[config.mk]
export PLATFORM = sky130hd
export DESIGN_NAME = bvcg_divider
export DESIGN_NICKNAME = d
export VERILOG_FILES = /design/src/bvcg_pkg.sv /design/src/bvcg_divider.sv
export SDC_FILE = /design/constraint.sdc
export NUM_CORES = 2
export LEC_CHECK = 0
export ABC_CLOCK_PERIOD_IN_PS = 8300
export BUFFER_PORTS_ARGS = -buffer_cell sky130_fd_sc_hd__buf_2
export CORE_UTILIZATION = 38
export CTS_BUF_LIST = sky130_fd_sc_hd__clkbuf_8
export DETAILED_ROUTE_END_ITERATION = 10
export SYNTH_ARGS = -nofsm -noshare
export SYNTH_HDL_FRONTEND = slang
export SYNTH_SLANG_ARGS = --single-unit
export TNS_END_PERCENT = 1
[constraint.sdc]
create_clock -name clk -period 8.3 [get_ports clk]
set_clock_uncertainty 0.2 [all_clocks]
set_input_delay 1.66 -clock clk [delete_from_list [all_inputs] [get_ports clk]]
set_output_delay 1.66 -clock clk [all_outputs]
set_load 0.01 [all_outputs]
[src/bvcg_pkg.sv]
package bvcg_pkg;

  localparam int IDX_W = 7;
  localparam int CH_W = 8;
  localparam int NUM_CH = 4;
  localparam int COLOR_W = NUM_CH * CH_W;
  // Widths hold for division counts up to 127; VNUM_W only for counts to 89.
  localparam int EDGE_W = 15;
  localparam int PROD_W = 14;
  localparam int NUM_W = 22;
  localparam int VNUM_FULL_W = 15;
  localparam int VNUM_W = 13;
  localparam int DIV_STEPS = CH_W;
  localparam int CFG_IDX_W = 3;
  localparam int DEF_MAX_DIVISIONS = 64;

  localparam logic [COLOR_W-1:0] COLOR_RESET = '1;
  localparam logic [IDX_W-1:0] DIV_RESET = IDX_W'(1);

  typedef enum logic [CFG_IDX_W-1:0] {
    REG_CORNER0   = 3'd0,
    REG_CORNER1   = 3'd1,
    REG_CORNER2   = 3'd2,
    REG_CORNER3   = 3'd3,
    REG_OUTER_DIV = 3'd4,
    REG_INNER_DIV = 3'd5
  } cfg_reg_t;

  typedef logic [NUM_W-1:0] num_t;
  typedef logic [EDGE_W-1:0] edge_t;
  typedef logic [CH_W-1:0] chan_t;
  typedef num_t [NUM_CH-1:0] num_vec_t;
  typedef edge_t [NUM_CH-1:0] edge_vec_t;
  typedef chan_t [NUM_CH-1:0] chan_vec_t;

  typedef struct packed {
    logic [VNUM_W-1:0] vnum;
    logic              in_range;
  } side_t;

endpackage

[src/bvcg_divider.sv]
module bvcg_divider (
  input  logic                        clk,
  input  logic                        rst,
  input  logic                        in_valid,
  output logic                        in_ready,
  input  bvcg_pkg::num_vec_t          numer,
  input  logic [bvcg_pkg::PROD_W-1:0] divisor,
  input  bvcg_pkg::side_t             side_in,
  output logic                        out_valid,
  input  logic                        out_ready,
  output bvcg_pkg::chan_vec_t         quot,
  output bvcg_pkg::side_t             side_out
);
  import bvcg_pkg::*;

  // One restoring step per stage; stage s resolves quotient bit DIV_STEPS-1-s
  // for all four channels at once.
  logic [DIV_STEPS-1:0] vld;
  logic [DIV_STEPS:0]   ld;
  num_vec_t             rem      [DIV_STEPS];
  chan_vec_t            quo      [DIV_STEPS];
  logic [PROD_W-1:0]    dv       [DIV_STEPS];
  side_t                sd       [DIV_STEPS];

  logic [DIV_STEPS-1:0] v_in;
  num_vec_t             rem_in   [DIV_STEPS];
  chan_vec_t            quo_in   [DIV_STEPS];
  logic [PROD_W-1:0]    dv_in    [DIV_STEPS];
  side_t                sd_in    [DIV_STEPS];
  num_vec_t             rem_out  [DIV_STEPS];
  chan_vec_t            quo_out  [DIV_STEPS];

  always_comb begin
    v_in[0]   = in_valid;
    rem_in[0] = numer;
    quo_in[0] = '0;
    dv_in[0]  = divisor;
    sd_in[0]  = side_in;
    for (int s = 1; s < DIV_STEPS; s++) begin
      v_in[s]   = vld[s-1];
      rem_in[s] = rem[s-1];
      quo_in[s] = quo[s-1];
      dv_in[s]  = dv[s-1];
      sd_in[s]  = sd[s-1];
    end
  end

  // A stage may load when it is empty or its word moves on this cycle.
  always_comb begin
    ld[DIV_STEPS] = out_ready;
    for (int s = DIV_STEPS - 1; s >= 0; s--) begin
      ld[s] = !vld[s] || ld[s+1];
    end
  end

  always_comb begin
    num_t dsh;
    for (int s = 0; s < DIV_STEPS; s++) begin
      dsh = num_t'(dv_in[s]) << (DIV_STEPS - 1 - s);
      for (int c = 0; c < NUM_CH; c++) begin
        if (rem_in[s][c] >= dsh) begin
          rem_out[s][c] = rem_in[s][c] - dsh;
          quo_out[s][c] = {quo_in[s][c][CH_W-2:0], 1'b1};
        end else begin
          rem_out[s][c] = rem_in[s][c];
          quo_out[s][c] = {quo_in[s][c][CH_W-2:0], 1'b0};
        end
      end
    end
  end

  always_ff @(posedge clk) begin
    if (rst) begin
      vld <= '0;
    end else begin
      for (int s = 0; s < DIV_STEPS; s++) begin
        if (ld[s]) begin
          vld[s] <= v_in[s];
        end
      end
    end
  end

  always_ff @(posedge clk) begin
    for (int s = 0; s < DIV_STEPS; s++) begin
      if (ld[s]) begin
        rem[s] <= rem_out[s];
        quo[s] <= quo_out[s];
        dv[s]  <= dv_in[s];
        sd[s]  <= sd_in[s];
      end
    end
  end

  assign in_ready  = ld[0];
  assign out_valid = vld[DIV_STEPS-1];
  assign quot      = quo[DIV_STEPS-1];
  assign side_out  = sd[DIV_STEPS-1];

endmodule

## Word level (Yosys, flattened, before mapping)

Memories as Yosys holds them, arrays and structs flattened.
Cells that the tools add are included.

| cells by class | value |
|---|---|
| muxes and demuxes | 80 |
| magnitude comparators | 32 |
| reduce and logical (&&, ||, !) cells | 16 |
| $add $sub $neg | 32 |

Operator list:

| kind | count |
|---|---|
| two-way mux 22 bit | 32 |
| >= comparator 22 x 14 -> 1 bit | 4 |
| >= comparator 22 x 15 -> 1 bit | 4 |
| >= comparator 22 x 16 -> 1 bit | 4 |
| >= comparator 22 x 17 -> 1 bit | 4 |
| >= comparator 22 x 18 -> 1 bit | 4 |
| >= comparator 22 x 19 -> 1 bit | 4 |
| >= comparator 22 x 20 -> 1 bit | 4 |
| >= comparator 22 x 21 -> 1 bit | 4 |
| subtractor 22 x 14 -> 22 bit | 4 |
| subtractor 22 x 15 -> 22 bit | 4 |
| subtractor 22 x 16 -> 22 bit | 4 |
| subtractor 22 x 17 -> 22 bit | 4 |
| subtractor 22 x 18 -> 22 bit | 4 |
| subtractor 22 x 19 -> 22 bit | 4 |
| subtractor 22 x 20 -> 22 bit | 4 |
| subtractor 22 x 21 -> 22 bit | 4 |
| two-way mux 1 bit | 48 |
| logical NOT 1 bit | 8 |
| logical OR 1 bit | 8 |

| word-level totals | value |
|---|---|
| logic and storage cells | 172 |
| bits in writable memories | 1,184 |
| output and inout port bits | 48 |
| register bits after elaboration | 8 |
| memories | 4 |

Memory list:

| memory | words | bits a word | read ports | clocked after memory_dff | write ports | line | RTL |
|---|---|---|---|---|---|---|---|
| rem | 8 | 88 | 7 | 0 | 8 | bvcg_divider.sv:20 | `num_vec_t rem [DIV_STEPS];` |
| quo | 8 | 32 | 8 | 0 | 8 | bvcg_divider.sv:21 | `chan_vec_t quo [DIV_STEPS];` |
| dv | 8 | 14 | 7 | 0 | 8 | bvcg_divider.sv:22 | `logic [PROD_W-1:0] dv [DIV_STEPS];` |
| sd | 8 | 14 | 8 | 0 | 8 | bvcg_divider.sv:23 | `side_t sd [DIV_STEPS];` |

## Logic depth before layout (Yosys ltp)

| logic depth | value |
|---|---|
| depth after elaboration | 11 |
| gate-level depth with buffers | 14 |
| gate-level depth less buffers | 13 |

## Worst setup path before layout

OpenSTA, ideal clock, no wires.

| timing | value |
|---|---|
| path kind | input -> output |
| start point | in out_ready |
| end point | out in_ready |
| arrival | 5.860 ns |
| stages | 5 |
| slack | 0.580 ns |
| path buffers | 1 |
| cell sequence | nor2b_1 -> and3_1 -> and3_1 -> clkbuf_1 -> nand4_1 |

| between the ends | value |
|---|---|
| cells in the longest elaborated chain, start to end | 8 |

RTL lines:

| element | line | RTL |
|---|---|---|
| from (decl) | bvcg_divider.sv:10 | `input logic out_ready,` |
| logical OR 1 bit (8 in a row) | bvcg_divider.sv:52 | `ld[s] = !vld[s] \|\| ld[s+1];` |
| to (decl) | bvcg_divider.sv:5 | `output logic in_ready,` |

No other way between the ends.

## Worst setup path in the final report

Same ends and word-level chain as after synthesis.

==> flow_metrics.tcl <==
set metrics [dict create \
    row_count 140 \
    place_worst_setup_slack_ns 2.91 \
    yosys.area_share.simple_pct 10.7 \
    synth_adder_area_share_pct 11.0 \
    synth_area_sq_um 55900 \
    min_to "sd[1][43]" \
    fmax_mhz 192 \
    port_buffers 167 \
    p_sw_mw 7.90 \
    firstDrtPassIters 5 \
    die_area_sq_um 149000 \
    grt_pass1_vias 35900 \
    sw_frac_of_total_pct 36.0 \
    p_total_mw 22.0 \
    cp-start-kind "input pin" \
    peakVddDrop_v 0.000128 \
    drc_errors 0 \
    ant_nets 0 \
    status "completed" \
    reg2reg_to "rem[5][28]" \
    worst_pin_slew_ns 1.26 \
    fin_cells 7106 \
    placedCellCount 6788 \
    hold_buffers 0 \
    h-tree-depth 4 \
    dr_total_vias 36900 \
    grt-ovfl-total 0 \
    grt_pass1_wl_mm 206 \
    synth_compound_area_share_pct 13.6 \
    ys_async_sr_fraction_pct 0 \
    synth-seq-area-share_pct 52.3 \
    cts_tree "yes" \
    wire_per_inst_um 19.0 \
    crit-reg2reg-launch "dv[4][0]" \
    cts_made_buffers 171 \
    synth_top_family_by_area "compound AO/OA/AOI/OAI gates" \
    drive_gt1_share_pct 12.4 \
    routed_wl_mm 135 \
    syn_avg_cell_area_sq_um 11.6 \
    rrSetupSlack_ns 4.01 \
    clock_latency_ns 0.93 \
    hold_path_depth 0 \
    grt_start_max_net_pins 128 \
    drv_slew 0 \
    crit_type "input pin to output pin" \
    dp_hpwl_mm 105 \
    rsz0062_at_grt "no" \
    worstPathMaxFanout 6 \
    core_sq_um 146000 \
    fin_setup_tns_ns 0 \
    cts_sinks 978 \
    p_int_mw 14.0 \
    cts-resized-gates 0 \
    setup.worst_path.end_class "output pin" \
    final_area_sq_um 62400 \
    ios 168 \
    grtUsageTotal_pct 18.0 \
    syn_nets 5400 \
    die_h_um 386 \
    dpl-instance-area_sq_um 58800 \
    required_ns 6.44 \
    yosysWarningCount 0 \
    vias_per_cell 5.19 \
    clk_path_buf_depth 3 \
    slew_headroom_pct 15.4 \
    nNetsFinal 5640 \
    seqPwrFrac_pct 39.2 \
    drv_cap 0 \
    synth-edff-count 970 \
    cts_root_buf "clkbuf_8" \
    antenna_found_initial 2 \
    cts_setup_buffers 0 \
    clockPowerShare_pct 21.0 \
    min_path_type "flip-flop to flip-flop" \
    initial_utilization_pct 38.3 \
    finalHoldViolCount 0 \
    worst_r2r_path_depth 9 \
    setup_viol 0 \
    ys.flop_type "edfxtp_1" \
    die_w_um 386 \
    powerDensity_nw_per_um2 352 \
    gp_congestion 0.912 \
    arrival_ns 3.36 \
    synth_xor_area_share_pct 6.15 \
    synth.area.mux_share_pct 3.28 \
    leakagePower_nw 24.6 \
    fin_ws_ns 3.08 \
    fin_crit_ns 5.22 \
    syn_to_final_growth_pct 11.5 \
    clk_pin_slew_ns 0.06 \
    postSynthCellCount 4804 \
    drt-initial-drc-count 1840 \
    yosys_register_bits 978 \
    hp-start "sd[1][29]" \
    combinationalPowerShare_pct 39.8 \
    post-route-period-util_pct 62.9 \
    synth_cell_types 97 \
]
[power by group through the flow]
stage / Clock [mW] / Sequential (mW) / Combinational (mW)
floorplan: 0 / 8.20 / 6.89
global placement: 0 / 8.66 / 8.54
detailed placement: 0 / 8.68 / 8.62
CTS: 4.77 / 8.59 / 8.69
global route: 4.95 / 8.76 / 9.80
finish: 4.60 / 8.60 / 8.75
[worst max path at each step]
| stage | from | end | slack, ns |
|---|---|---|---|
| 2_1_floorplan | out_ready | in_ready | 0.58 |
| 3_3_place_gp | divisor[1] | rem[0][76] | 2.98 |
| 3_5_place_dp | divisor[1] | rem[0][80] | 2.91 |
| 4_1_cts | out_ready | in_ready | 3.05 |
| 5_1_grt | out_ready | in_ready | 2.91 |
| 6_report | out_ready | in_ready | 3.08 |
[synth_stat cells, types with 41 or more instances]
cell type | number | share of area, %
nor2_1 | 318 | 2.1
o21ai_0 | 313 | 2.8
nand2_1 | 331 | 2.2
a31oi_1 | 42 | 0.47
ha_1 | 448 | 10
nand2b_1 | 67 | 0.75
clkbuf_1 | 52 | 0.35
nor3_1 | 83 | 0.74
a211oi_1 | 43 | 0.58
buf_4 | 49 | 0.66
inv_1 | 249 | 1.7
xor2_1 | 164 | 2.6
o21bai_1 | 41 | 0.55
a21oi_1 | 341 | 3.1
nor2b_1 | 58 | 0.65
nand3_1 | 75 | 0.67
edfxtp_1 | 970 | 52
nand4_1 | 56 | 0.63
a21o_1 | 148 | 2.0
xnor2_1 | 229 | 3.6
nor4_1 | 56 | 0.63
o21a_1 | 74 | 0.99
mux2_2 | 147 | 3.0
[cell usage in the layout, fill, tap and decap left out, types with 14 or more instances in the layout]
cell type | netlist | final
a2111oi_0 | 20 | 20
a211oi_1 | 43 | 43
a21boi_0 | 14 | 14
a21o_1 | 148 | 148
a21oi_1 | 341 | 340
a31oi_1 | 42 | 40
and3_1 | 17 | 17
buf_2 | 19 | 167
buf_4 | 49 | 25
bufinv_16 | 0 | 17
clkbuf_8 | 0 | 172
clkinv_1 | 0 | 38
clkinv_2 | 0 | 28
edfxtp_1 | 970 | 970
fa_1 | 28 | 28
ha_1 | 448 | 448
inv_1 | 249 | 284
mux2_2 | 147 | 147
mux2i_1 | 18 | 18
nand2_1 | 331 | 328
nand2b_1 | 67 | 67
nand3_1 | 75 | 74
nand4_1 | 56 | 56
nand4b_1 | 18 | 18
nor2_1 | 318 | 318
nor2b_1 | 58 | 58
nor3_1 | 83 | 83
nor4_1 | 56 | 56
nor4b_1 | 14 | 14
o211ai_1 | 27 | 27
o21a_1 | 74 | 74
o21ai_0 | 313 | 313
o21bai_1 | 41 | 41
o31a_1 | 24 | 24
o31ai_1 | 26 | 26
or2_2 | 14 | 14
or3_1 | 26 | 26
xnor2_1 | 229 | 229
xor2_1 | 164 | 164
[logic make-up (layout without fill, tap and decap cells)]
group	count (synthesis)	after routing
buffers and inverters	376	760
adders and majority gates	476	476
DFF	978	978
and+or+nand+nor	1205	1205
xor gates and xnor gates	393	393
AOI/OAI and AO/OA	1211	1211
muxes	165	165
other	0	1
[area by class of cell]
class	instances	area, sq um
clock buffer	172	2370
antenna	1	2.50
clock inverter	145	1200
fill	13600	83500
tap	1917	2400
timing repair buffer	193	1040
sequential	978	29300
inverter	250	946
multi-input combinational	3450	25100
[flip-flops by register name, indices dropped and copies added (netlist names)]
name,cells
vld,8
sd,112
dv,98
quo,144
rem,616
[per-stage QoR]
stage | util (%) | hold WS (ns)
after floorplan | - | 0.200
after CTS | 42.7 | 0.204
after global routing | 42.7 | 0.204
after global placement | 40.3 | 0.201
final | 42.7 | 0.198
after detailed placement | 40.3 | 0.205
[metal layers]
layer / part of all wire, % / GRT usage (%) / vias up
li1: - / - / 18600
met1: 46 / 23.9 / 17100
met2: 46 / 29.0 / 979
met3: 4.3 / 2.51 / 274
met4: 4.2 / 8.42 / 2
met5: 0.015 / 0 / -
[worst max-delay path, cell delays in order]
cell	delay, ns
buf_2	0.10
nor2b_1	0.38
and3_1	0.42
and3_1	0.46
nand4_1	0.17
buf_2	0.17
No activity file was read; power rests on OpenSTA's default activity.
